==> src/sv/bihc_pkg.sv <==
// ----------------------------------------------------------------------------
// bihc_pkg: shared types, constants and CRC helpers
// Register map, result codes and the byte-wise reflected CRC-32 step used by
// the boot image header checker.
// ----------------------------------------------------------------------------
package bihc_pkg;

	localparam int unsigned WORD_W    = 32;
	localparam int unsigned INDEX_W   = 7;
	localparam int unsigned PADDR_W   = 4;

	localparam int unsigned CRC_WORDS_DEF        = 16;
	localparam int unsigned MAGIC_WORD_INDEX_DEF = 64;

	localparam logic [WORD_W-1:0] CRC_POLY      = 32'hEDB8_8320;
	localparam logic [WORD_W-1:0] CRC_INIT      = 32'hFFFF_FFFF;
	localparam logic [WORD_W-1:0] STACK_LOW_RST  = 32'h2000_0000;
	localparam logic [WORD_W-1:0] STACK_HIGH_RST = 32'h2004_0000;
	localparam logic [WORD_W-1:0] MAGIC_RST      = 32'hDEAD_BEEF;

	// Register indexes (byte address = 4 * index)
	typedef enum logic [1:0] {
		REG_STACK_LOW  = 2'd0,
		REG_STACK_HIGH = 2'd1,
		REG_MAGIC      = 2'd2
	} reg_idx_t;

	// First failed application check
	typedef enum logic [1:0] {
		FF_NONE  = 2'd0,
		FF_MAGIC = 2'd1,
		FF_STACK = 2'd2,
		FF_CRC   = 2'd3
	} fail_t;

	// Boot decision
	typedef enum logic [1:0] {
		DEC_APP    = 2'd0,
		DEC_GOLDEN = 2'd1,
		DEC_NONE   = 2'd2
	} decision_t;

	typedef struct packed {
		logic [WORD_W-1:0] stack_low;
		logic [WORD_W-1:0] stack_high;
		logic [WORD_W-1:0] magic_value;
	} cfg_t;

	typedef struct packed {
		logic      app_magic_ok;
		logic      app_stack_ok;
		logic      app_crc_ok;
		logic      golden_magic_ok;
		logic      golden_stack_ok;
		fail_t     first_failure;
		decision_t decision;
	} verdict_t;

	// One byte of the reflected CRC-32: eight shift/xor steps.
	function automatic logic [WORD_W-1:0] crc_fold_byte(
		input logic [WORD_W-1:0] crc,
		input logic [7:0]        data
	);
		logic [WORD_W-1:0] c;
		c = crc ^ {24'd0, data};
		for (int k = 0; k < 8; k++) begin
			c = (c >> 1) ^ (c[0] ? CRC_POLY : '0);
		end
		return c;
	endfunction

	// Whole word, little-endian byte order.
	function automatic logic [WORD_W-1:0] crc_fold_word(
		input logic [WORD_W-1:0] crc,
		input logic [WORD_W-1:0] word
	);
		logic [WORD_W-1:0] c;
		c = crc;
		for (int b = 0; b < 4; b++) begin
			c = crc_fold_byte(c, word[8*b +: 8]);
		end
		return c;
	endfunction

endpackage

==> src/sv/bihc_regs.sv <==
// ----------------------------------------------------------------------------
// bihc_regs: configuration registers
// APB-style write/read access to the stack window and magic value.
// ----------------------------------------------------------------------------
module bihc_regs
	import bihc_pkg::*;
(
	input  logic               clk,
	input  logic               arst_n,
	input  logic               psel,
	input  logic               penable,
	input  logic               pwrite,
	input  logic [PADDR_W-1:0] paddr,
	input  logic [WORD_W-1:0]  pwdata,
	output logic [WORD_W-1:0]  prdata,
	output logic               pready,
	output cfg_t               cfg
);

	cfg_t     cfg_q;
	reg_idx_t sel_idx;
	logic     wr_en;

	assign pready  = 1'b1;
	assign sel_idx = reg_idx_t'(paddr[PADDR_W-1:2]);
	assign wr_en   = psel && penable && pwrite;

	always_ff @(posedge clk or negedge arst_n) begin
		if (!arst_n) begin
			cfg_q.stack_low   <= STACK_LOW_RST;
			cfg_q.stack_high  <= STACK_HIGH_RST;
			cfg_q.magic_value <= MAGIC_RST;
		end else if (wr_en) begin
			case (sel_idx)
				REG_STACK_LOW:  cfg_q.stack_low   <= pwdata;
				REG_STACK_HIGH: cfg_q.stack_high  <= pwdata;
				REG_MAGIC:      cfg_q.magic_value <= pwdata;
				default: ;
			endcase
		end
	end

	always_comb begin
		case (sel_idx)
			REG_STACK_LOW:  prdata = cfg_q.stack_low;
			REG_STACK_HIGH: prdata = cfg_q.stack_high;
			REG_MAGIC:      prdata = cfg_q.magic_value;
			default:        prdata = '0;
		endcase
	end

	assign cfg = cfg_q;

endmodule

==> src/sv/bihc_check.sv <==
// ----------------------------------------------------------------------------
// bihc_check: header check state and evaluation
// Holds the running CRC and the per-image flags, evaluates one header word
// per cycle while update is high and forms the verdict from the updated flags.
// ----------------------------------------------------------------------------
module bihc_check
	import bihc_pkg::*;
#(
	parameter int unsigned CRC_WORDS        = CRC_WORDS_DEF,
	parameter int unsigned MAGIC_WORD_INDEX = MAGIC_WORD_INDEX_DEF
) (
	input  logic               clk,
	input  logic               arst_n,
	input  logic               update,
	input  logic               image_sel,
	input  logic [INDEX_W-1:0] word_index,
	input  logic [WORD_W-1:0]  word_data,
	input  cfg_t               cfg,
	output verdict_t           verdict
);

	localparam logic [INDEX_W-1:0] CRC_IDX   = INDEX_W'(CRC_WORDS);
	localparam logic [INDEX_W-1:0] MAGIC_IDX = INDEX_W'(MAGIC_WORD_INDEX);

	logic [WORD_W-1:0] crc_acc_q, crc_base, crc_nxt;
	logic [2:0]        app_flags_q, app_nxt;     // bit0 magic, bit1 stack, bit2 crc
	logic [1:0]        gold_flags_q, gold_nxt;   // bit0 magic, bit1 stack
	logic              sp_ok, magic_hit, is_zero;

	assign sp_ok     = (word_data >= cfg.stack_low) && (word_data < cfg.stack_high)
	                   && (word_data[2:0] == 3'd0);
	assign magic_hit = (word_data == cfg.magic_value);
	assign is_zero   = (word_index == '0);

	always_comb begin
		crc_nxt  = crc_acc_q;
		app_nxt  = app_flags_q;
		gold_nxt = gold_flags_q;
		crc_base = is_zero ? CRC_INIT : crc_acc_q;
		if (!image_sel) begin
			if (is_zero) begin
				app_nxt = {1'b0, sp_ok, 1'b0};
				crc_nxt = CRC_INIT;
			end
			if (word_index < CRC_IDX) begin
				crc_nxt = crc_fold_word(crc_base, word_data);
			end
			if (word_index == CRC_IDX) begin
				app_nxt[2] = ((crc_acc_q ^ CRC_INIT) == word_data);
			end
			if (word_index == MAGIC_IDX) begin
				app_nxt[0] = magic_hit;
			end
		end else begin
			if (is_zero) begin
				gold_nxt = {sp_ok, 1'b0};
			end
			if (word_index == MAGIC_IDX) begin
				gold_nxt[0] = magic_hit;
			end
		end
	end

	always_ff @(posedge clk or negedge arst_n) begin
		if (!arst_n) begin
			crc_acc_q    <= CRC_INIT;
			app_flags_q  <= '0;
			gold_flags_q <= '0;
		end else if (update) begin
			crc_acc_q    <= crc_nxt;
			app_flags_q  <= app_nxt;
			gold_flags_q <= gold_nxt;
		end
	end

	always_comb begin
		verdict.app_magic_ok    = app_nxt[0];
		verdict.app_stack_ok    = app_nxt[1];
		verdict.app_crc_ok      = app_nxt[2];
		verdict.golden_magic_ok = gold_nxt[0];
		verdict.golden_stack_ok = gold_nxt[1];
		if (!app_nxt[0])      verdict.first_failure = FF_MAGIC;
		else if (!app_nxt[1]) verdict.first_failure = FF_STACK;
		else if (!app_nxt[2]) verdict.first_failure = FF_CRC;
		else                  verdict.first_failure = FF_NONE;
		if (app_nxt == 3'b111)     verdict.decision = DEC_APP;
		else if (gold_nxt == 2'b11) verdict.decision = DEC_GOLDEN;
		else                        verdict.decision = DEC_NONE;
	end

endmodule

==> src/sv/boot_image_header_checker_core.sv <==
// ----------------------------------------------------------------------------
// boot_image_header_checker_core: boot image header checker
// Validates the headers of the application and golden images and reports
// the check flags and the boot decision.
// ----------------------------------------------------------------------------
// Header words of the application image (image_sel 0) and then the golden
// image (image_sel 1) stream in, one word per cycle, each image in
// ascending word order from word 0. Word 0 of an image clears its flags and
// checks the initial stack pointer against [stack_low, stack_high) with
// 8-byte alignment; for the application it also restarts the reflected
// CRC-32 that folds in words 0 to CRC_WORDS-1 and is compared with word
// CRC_WORDS. Word MAGIC_WORD_INDEX is compared with magic_value for both
// images. A word with final_req set yields one result word with the flags,
// the first failed application check and the boot decision; other words
// yield nothing. The block takes one word per cycle unless the input is
// stalled: a word sits in the input register while the CRC fold (four byte
// steps) and the compares run, then updates the check state and, when
// final, loads the output register, so a verdict reaches the outputs from
// the output register once its word retires from the input register.
// Only a held result with out_stall high stalls the input, and only when
// the word waiting in the input register is final.
// Configuration is written through the APB-style port at byte addresses
// 0 (stack_low), 4 (stack_high) and 8 (magic_value).
// ----------------------------------------------------------------------------
module boot_image_header_checker_core
	import bihc_pkg::*;
#(
	parameter int unsigned CRC_WORDS        = CRC_WORDS_DEF,
	parameter int unsigned MAGIC_WORD_INDEX = MAGIC_WORD_INDEX_DEF
) (
	input  logic               clk,
	input  logic               arst_n,
	// configuration port
	input  logic               psel,
	input  logic               penable,
	input  logic               pwrite,
	input  logic [PADDR_W-1:0] paddr,
	input  logic [WORD_W-1:0]  pwdata,
	output logic [WORD_W-1:0]  prdata,
	output logic               pready,
	// input words
	input  logic               in_valid,
	output logic               in_stall,
	input  logic               image_sel,
	input  logic [INDEX_W-1:0] word_index,
	input  logic [WORD_W-1:0]  word_data,
	input  logic               final_req,
	// result words
	output logic               out_valid,
	input  logic               out_stall,
	output logic               app_magic_ok,
	output logic               app_stack_ok,
	output logic               app_crc_ok,
	output logic               golden_magic_ok,
	output logic               golden_stack_ok,
	output logic [1:0]         first_failure,
	output logic [1:0]         decision
);

	cfg_t     cfg;
	verdict_t verdict, verdict_q;

	logic               valid_s1;
	logic               image_sel_s1;
	logic [INDEX_W-1:0] word_index_s1;
	logic [WORD_W-1:0]  word_data_s1;
	logic               final_req_s1;
	logic               out_valid_q;
	logic               advance;
	logic               in_take;

	bihc_regs u_regs (
		.clk     (clk),
		.arst_n  (arst_n),
		.psel    (psel),
		.penable (penable),
		.pwrite  (pwrite),
		.paddr   (paddr),
		.pwdata  (pwdata),
		.prdata  (prdata),
		.pready  (pready),
		.cfg     (cfg)
	);

	// Retire the staged word when it has no result, or the output slot is
	// free or being drained this cycle.
	assign advance  = valid_s1 && (!final_req_s1 || !out_valid_q || !out_stall);
	assign in_stall = valid_s1 && !advance;
	assign in_take  = in_valid && !in_stall;

	// Input register: hold the word until it retires.
	always_ff @(posedge clk or negedge arst_n) begin
		if (!arst_n) begin
			valid_s1 <= 1'b0;
		end else begin
			valid_s1 <= in_take || (valid_s1 && !advance);
		end
	end

	always_ff @(posedge clk) begin
		if (in_take) begin
			image_sel_s1  <= image_sel;
			word_index_s1 <= word_index;
			word_data_s1  <= word_data;
			final_req_s1  <= final_req;
		end
	end

	bihc_check #(
		.CRC_WORDS        (CRC_WORDS),
		.MAGIC_WORD_INDEX (MAGIC_WORD_INDEX)
	) u_check (
		.clk        (clk),
		.arst_n     (arst_n),
		.update     (advance),
		.image_sel  (image_sel_s1),
		.word_index (word_index_s1),
		.word_data  (word_data_s1),
		.cfg        (cfg),
		.verdict    (verdict)
	);

	// Output register: load on a retiring final word, drop once taken.
	always_ff @(posedge clk or negedge arst_n) begin
		if (!arst_n) begin
			out_valid_q <= 1'b0;
		end else if (advance && final_req_s1) begin
			out_valid_q <= 1'b1;
		end else if (!out_stall) begin
			out_valid_q <= 1'b0;
		end
	end

	always_ff @(posedge clk) begin
		if (advance && final_req_s1) begin
			verdict_q <= verdict;
		end
	end

	assign out_valid       = out_valid_q;
	assign app_magic_ok    = verdict_q.app_magic_ok;
	assign app_stack_ok    = verdict_q.app_stack_ok;
	assign app_crc_ok      = verdict_q.app_crc_ok;
	assign golden_magic_ok = verdict_q.golden_magic_ok;
	assign golden_stack_ok = verdict_q.golden_stack_ok;
	assign first_failure   = verdict_q.first_failure;
	assign decision        = verdict_q.decision;

endmodule

==> config.mk <==
export PLATFORM = sky130hd
export DESIGN_NAME = boot_image_header_checker_core
export DESIGN_NICKNAME = d
export VERILOG_FILES = /design/src/sv/bihc_pkg.sv /design/src/sv/bihc_regs.sv /design/src/sv/bihc_check.sv /design/src/sv/boot_image_header_checker_core.sv
export SDC_FILE = /design/constraint.sdc
export NUM_CORES = 1
export LEC_CHECK = 0
export BUFFER_PORTS_ARGS = -buffer_cell sky130_fd_sc_hd__buf_2
export CORE_ASPECT_RATIO = 1.5
export CORE_MARGIN = 4
export CORE_UTILIZATION = 40
export CTS_CLUSTER_DIAMETER = 200
export CTS_CLUSTER_SIZE = 24
export DETAILED_ROUTE_END_ITERATION = 10
export SLEW_MARGIN = 30
export SYNTH_ARGS = -nofsm -noshare
export SYNTH_HDL_FRONTEND = slang
export SYNTH_HIERARCHICAL = 1
export SYNTH_SLANG_ARGS = --single-unit
==> constraint.sdc <==
create_clock -name clk -period 4.9 [get_ports clk]
set_input_delay 0.735 -clock clk [delete_from_list [all_inputs] [get_ports clk]]
set_output_delay 0.735 -clock clk [all_outputs]
set_load 0.005 [all_outputs]
Word-level counts from Yosys, hierarchy flattened:

Cells that the tools add are included.

* bitwise operators: 38
* order comparisons: 3
* reductions and logical operators: 23
* multiplexer cells: 47
* equality and inequality tests: 9

Operators by type and width (number)
* 32-bit two-way mux: 34
* 31-bit by 32-bit bitwise XOR with 32-bit output: 32
* 32-bit by 8-bit bitwise XOR with 32-bit output: 4
* 32-bit one-hot mux with 3 select lines: 1
* 32-bit == test: 2
* 32-bit greater-or-equal comparator: 1
* 32-bit < comparator: 1
* 32-bit NOT: 1
* 2-bit two-way mux: 5
* 1-bit logical AND: 8
* 2-bit AND reduction: 4
* 7-bit by 5-bit == test with 1-bit output (second input constant): 1
* 7-bit == test (second input constant): 1
* 7-bit logical NOT: 1
* 7-bit by 5-bit < comparator with 1-bit output (second input constant): 1
* 3-bit two-way mux: 2
* 1-bit logical NOT: 5
* 1-bit two-way mux: 5
* 2-bit == test (second input constant): 2
* 3-bit == test (second input constant): 1
* 3-bit logical NOT: 1
* 1-bit logical OR: 3
* 2-bit by 1-bit == test with 1-bit output (second input constant): 1
* 2-bit logical NOT: 1
* 2 further kinds: 2

* register bits after elaboration: 185
* output and inout bits: 44
* word-level logic and storage cells: 139

Longest topological paths before layout:

* depth in word-level cells: 71
* gate-level depth with buffers: 18
* gate-level depth less buffers: 16

Hierarchy:

The synthesis kept the hierarchy.

By module, submodules not included
* bihc_check: cells an instance 880, seq. area each 965.9 sq um, area each 7942.6 sq um, instances 1
* bihc_regs: cells an instance 316, seq. area each 2436.1 sq um, area each 4406.7 sq um, instances 1
* boot_image_header_checker_core: cells an instance 62, seq. area each 1551.5 sq um, area each 1606.5 sq um, instances 1

Least setup slack after synthesis:

Ideal clock, no wire load.

* path kind: reg2reg
* start point: register word_index_s1[1]
* end point: register u_check.crc_acc_q[20]
* cell stages (with the launch flop): 15
* required time: 4.813 ns
* slack: 1.094 ns
* library setup time: 0.087 ns
* clock period less this slack: 3.806 ns
* arrival time: 3.718 ns
* cells stage by stage: edfxtp_1 or4_4 or4_4 buf_6 nand2_1 xor2_2 xnor2_1 xnor2_4 xnor2_1 xor2_2 xnor2_1 xnor2_2 xnor2_1 xor2_1 o21ai_1

* longest elaborated chain between the ends: 45
* elaborated cells between the ends (all ways): 69

Ends and longest elaborated chain
* start: declaration: RTL line boot_image_header_checker_core.sv:65 `logic [INDEX_W-1:0] word_index_s1;`
* start signal: assignment: RTL line boot_image_header_checker_core.sv:103 `word_index_s1 <= word_index;`
* 7-bit logical NOT: RTL line bihc_check.sv:33 `assign is_zero = (word_index == '0);`
* 32-bit two-way mux
* 32-bit by 8-bit bitwise XOR with 32-bit output: RTL line bihc_pkg.sv:65 `c = crc ^ {24'd0, data};`
* 32-bit two-way mux or 31-bit by 32-bit bitwise XOR with 32-bit output (tied branches): RTL line bihc_pkg.sv:67 `c = (c >> 1) ^ (c[0] ? CRC_POLY : '0);`
* 31-bit by 32-bit bitwise XOR with 32-bit output or 32-bit two-way mux (tied branches): RTL line bihc_pkg.sv:67
* 31-bit by 32-bit bitwise XOR with 32-bit output (5 in a row): RTL line bihc_pkg.sv:67
* 32-bit two-way mux or 31-bit by 32-bit bitwise XOR with 32-bit output (tied branches): RTL line bihc_pkg.sv:67
* 31-bit by 32-bit bitwise XOR with 32-bit output or 32-bit two-way mux (tied branches): RTL line bihc_pkg.sv:67
* [21 not listed]
* 32-bit by 8-bit bitwise XOR with 32-bit output: RTL line bihc_pkg.sv:65
* 32-bit two-way mux or 31-bit by 32-bit bitwise XOR with 32-bit output (tied branches): RTL line bihc_pkg.sv:67
* 31-bit by 32-bit bitwise XOR with 32-bit output or 32-bit two-way mux (tied branches): RTL line bihc_pkg.sv:67
* 31-bit by 32-bit bitwise XOR with 32-bit output (5 in a row): RTL line bihc_pkg.sv:67
* 32-bit two-way mux or 31-bit by 32-bit bitwise XOR with 32-bit output (tied branches): RTL line bihc_pkg.sv:67
* 31-bit by 32-bit bitwise XOR with 32-bit output or 32-bit two-way mux (tied branches): RTL line bihc_pkg.sv:67
* 31-bit by 32-bit bitwise XOR with 32-bit output: RTL line bihc_pkg.sv:67
* 32-bit two-way mux *: RTL line bihc_check.sv:45 `if (word_index < CRC_IDX) begin`
* end signal: assignment: RTL line bihc_check.sv:70 `crc_acc_q <= crc_nxt;`
* end: declaration: RTL line bihc_check.sv:25 `logic [WORD_W-1:0] crc_acc_q, crc_base, crc_nxt;`

Mark *: on every way between the ends. The rest lies on a longest branch, timed or not.
A chain may end at the register's enable or synchronous reset.

Worst setup path in the final report:

* start point: register word_index_s1[1]
* end point: register u_check.crc_acc_q[19]

The elaborated chain is that of the path after synthesis.

==> flow_summary_export.csv <==
group,metric,value,unit
worst_setup_path,crit_path_frequent_cell,"xnor2_1",
worst_setup_path,critPathArrivalTime,4.78,ns
routing,antenna_left,0,
worst_setup_path,ff2ff_setup_slack,0.49,ns
yosys,synth.area.mux_share,11.2,%
sta,tightest_slew,0.907,ns
worst_setup_path,max_stage_delay,0.67,ns
routing,wl_per_cell,21.3,um
sta,drv_slew,0,
yosys,synth_top_flop_cell,"dfrtp_1",
sta,fin_skew,0.0112,ns
worst_setup_path,critical_path.cell_chain,"or4_4 > nor4_4 > buf_4 > nor2_1 > xnor2_1 > xor2_1 > xnor2_1 > xnor2_1 > xnor2_2 > xor2_2 > xor2_1 > xnor2_1 > xnor2_1 > o21ai_1",
clock_network,clk_path_buf_depth,2,
routing,via_per_inst,5.00,
worst_setup_path,r2r-end,"u_check/crc_acc_q[19]$_DFFE_PN1P_",
finish,area_growth,12.9,%
clock_network,post-cts-setup-buffer-count,0,
yosys,synth-async-reset-ratio,73.0,%
routing,route.met3.wl,1020,um
die,core_area,34400,um^2
worst_setup_path,critPathSlowestCell,"xnor2_1",
yosys,synth_edf_count,50,
finish,final_nets,1527,
routing,dr.pass1.iters,5,
clock_network,ctsHtreeMaxLevel,4,
sta,grt_setup_unrepaired,"no",
finish,layout-drive-gt1-share,28.9,%
yosys,yosysSeqAreaShare,35.5,%
yosys,synthCells,1258,
worst_hold_path,hp-class,"in -> async",
clock_network,root_buffer,"clkbuf_16",
clock_network,cts_tree,"built",
worst_setup_path,r2r_cells,14,
yosys,netlist_area,14000,um^2
global_routing,grt_first_pass_wirelength,59700,um
die,num_rows,83,
yosys,synth-seq-cells,185,
worst_setup_path,path_depth,14,
worst_setup_path,endpoint_kind,"flip-flop",
finish,antennaDiodeCount,0,
placed_design,numPortBuffers,124,
yosys,yosys-top-cells-count,"313 x xnor2_1, 89 x nand2_1, 76 x dfrtp_1, 70 x inv_1",
sta,finalHoldViolCount,0,
sta,post-route-period-util,89.9,%
sta,finalCriticalPeriod,4.41,ns
routing,detailroute.wirelength.met2,21900,um
routing,vias,9297,
clock_network,cts_resized,0,
sta,setup_tns,0,ns
clock_network,hold_buffers,0,
yosys,yosys.area_share.xor_xnor,31.5,%
routing,routed.top_layer,"met5",
yosys,synth_most_common_cell,"xnor2_1",
worst_setup_path,worst-path-buf-inv,1,
global_routing,globalRouteOverflowTotal,0,
worst_setup_path,crit_family,"XOR/XNOR gates",
global_routing,grt_max_degree,95,
clock_network,cts-buffers-inserted,17,
worst_setup_path,required,5.27,ns
yosys,yosys.area.top_type,"xnor2_1",
clock_network,clkTransAtPathRegs,0.08,ns
worst_setup_path,regToRegStartpoint,"word_index_s1[1]$_DFFE_PP_",
die,die_area,38000,um^2
routing,drc_errors,0,
status,status,"complete, no violations",
yosys,yosysUniqueCellTypes,59,
yosys,synth_area_per_cell,11.1,um^2
sta,fmaxAchievable,227,MHz
die,floorplan.initialDensity,40.6,%
yosys,synth_nets,1405,
yosys,yosys.area_share.adder,5.65,%
global_routing,grtUsageTotal,20.9,%
worst_setup_path,setup.worst_path.end,"u_check/crc_acc_q[19]$_DFFE_PN1P_",
die,die_h,237,um
yosys,synthSimpleGateAreaFrac,6.63,%
run,drv_cap,0,
global_routing,antenna_found_initial,2,
placed_design,dp_hpwl,31200,um
die,io_pins,128,
routing,wl,39600,um
worst_setup_path,worst-path-max-fanout,24,
placed_design,gp_congestion,0.898,
worst_setup_path,start_kind,"flip-flop",
global_routing,grt_pass1_vias,9913,
yosys,synth_top_area_share,19.6,%
clock_network,clock-sinks,185,
placed_design,dp.cells,1827,
sta,setup_violations,0,
clock_network,clock_latency,0.46,ns
yosys,synth_top_family_by_area,"XOR/XNOR gates",
routing,initialDrtViolationCount,352,
yosys,synthTopCellsByArea,"xnor2_1 20%, dfrtp_1 14%, dfstp_2 11%",
finish,fin_cells,1860,
yosys,yosysWarningCount,6,
finish,nFillCells,3301,
die,die_x,161,um
yosys,synth_compound_area_share,5.38,%
worst_setup_path,criticalPathCategory,"reg -> reg",
sta,slew_headroom,39.1,%
routing,wl_met1,15000,um
worst_setup_path,crit_start,"word_index_s1[1]$_DFFE_PP_",
-- how the worst min path moves through the flow --
stage          slack [ns]                             endpoint  cells past startpoint                                start
2_1_floorplan        0.44                out_valid$_DFFE_PN0P_                      0                               arst_n
3_3_place_gp         0.49  u_check/gold_flags_q[0]$_DFFE_PN0P_                      1  u_check/gold_flags_q[0]$_DFFE_PN0P_
3_5_place_dp         0.49    u_check/crc_acc_q[24]$_DFFE_PN1P_                      2    u_check/crc_acc_q[24]$_DFFE_PN1P_
4_1_cts              0.38            u_regs/cfg[4]$_DFFE_PN0P_                      1                               arst_n
5_1_grt              0.12           u_regs/cfg[41]$_DFFE_PN0P_                      1                               arst_n
6_report             0.13           u_regs/cfg[41]$_DFFE_PN0P_                      1                               arst_n
-- worst register-to-register path, delay by kind of cell, from the launching register on --
family | cells | cell delay, ns
XOR/XNOR | 9 | 2.67
AND/OR/NAND/NOR | 3 | 0.84
flip-flops | 1 | 0.39
buffers and inverters | 1 | 0.35
AO/OA/AOI/OAI | 1 | 0.09
-- flip-flops by register name, indices dropped and copies added, names as in the netlist, 2 cells and up --
register / count
u_check/crc_acc_q: 32
first_failure: 2
word_data_s1: 32
word_index_s1: 7
decision: 2
u_regs/cfg: 96
u_check/gold_flags_q: 2
u_check/app_flags_q: 3
-- metal layers --
| layer | vias up | GRT usage (%) |
|---|---|---|
| li1 | 4433 | - |
| met2 | 171 | 39.8 |
| met3 | 73 | 2.75 |
| met5 | - | 0 |
| met1 | 4618 | 22.8 |
| met4 | 2 | 9.44 |
-- cell type report --
class / instances / area, um^2 / area share [%]
multi-input cells: 945 / 8440 / 53.6
flip-flops and latches: 185 / 4950 / 31.4
repair buffers: 161 / 925 / 5.87
well taps: 467 / 584 / 3.71
clock buffers: 17 / 425 / 2.70
inverters: 70 / 263 / 1.67
clock inverters: 15 / 163 / 1.03
-- kinds of logic (layout without fill, tap and decap cells) --
kind of cell | Yosys count | after routing
xor gates and xnor gates | 429 | 429
and+or+nand+nor | 188 | 188
DFF | 185 | 185
AOI/OAI and AO/OA | 132 | 132
muxes | 132 | 132
buffers and inverters | 128 | 263
adders and majority gates | 63 | 63
other | 1 | 1
-- layout by cell type, fill, tap and decap left out, types with 8 or more instances in the layout --
cell type,count
o21ai_1,10
nand4_1,16
nand2b_1,9
clkbuf_16,17
mux2_2,68
edfxtp_1,50
xnor3_1,11
a21o_1,20
xnor2_2,18
buf_2,123
dfrtp_1,76
mux2_4,30
nor2_1,26
nor4_1,11
xnor2_1,312
xor2_1,63
buf_4,36
xor2_2,8
o21ai_0,68
mux2i_1,32
nor2b_1,8
nand2_1,89
a21oi_1,23
ha_1,63
dfstp_2,59
xnor2_4,8
inv_1,70
-- per-stage QoR --
stage / utilization (%) / setup slack, ns / hold WS (ns) / cell area (um^2)
final: 45.8 / 0.494 / 0.126 / 15800
after global routing: 45.8 / 0.307 / 0.117 / 15800
after CTS: 45.7 / 0.452 / 0.381 / 15700
after detailed placement: 44.0 / 0.452 / 0.495 / 15100
after global placement: 44.0 / 0.499 / 0.485 / 15100
after floorplan: - / 1.09 / 0.439 / 14000
Power is left out: the tool's default activity adds up to more than one toggle a clock period on the data nets, which glitch-free logic cannot reach.
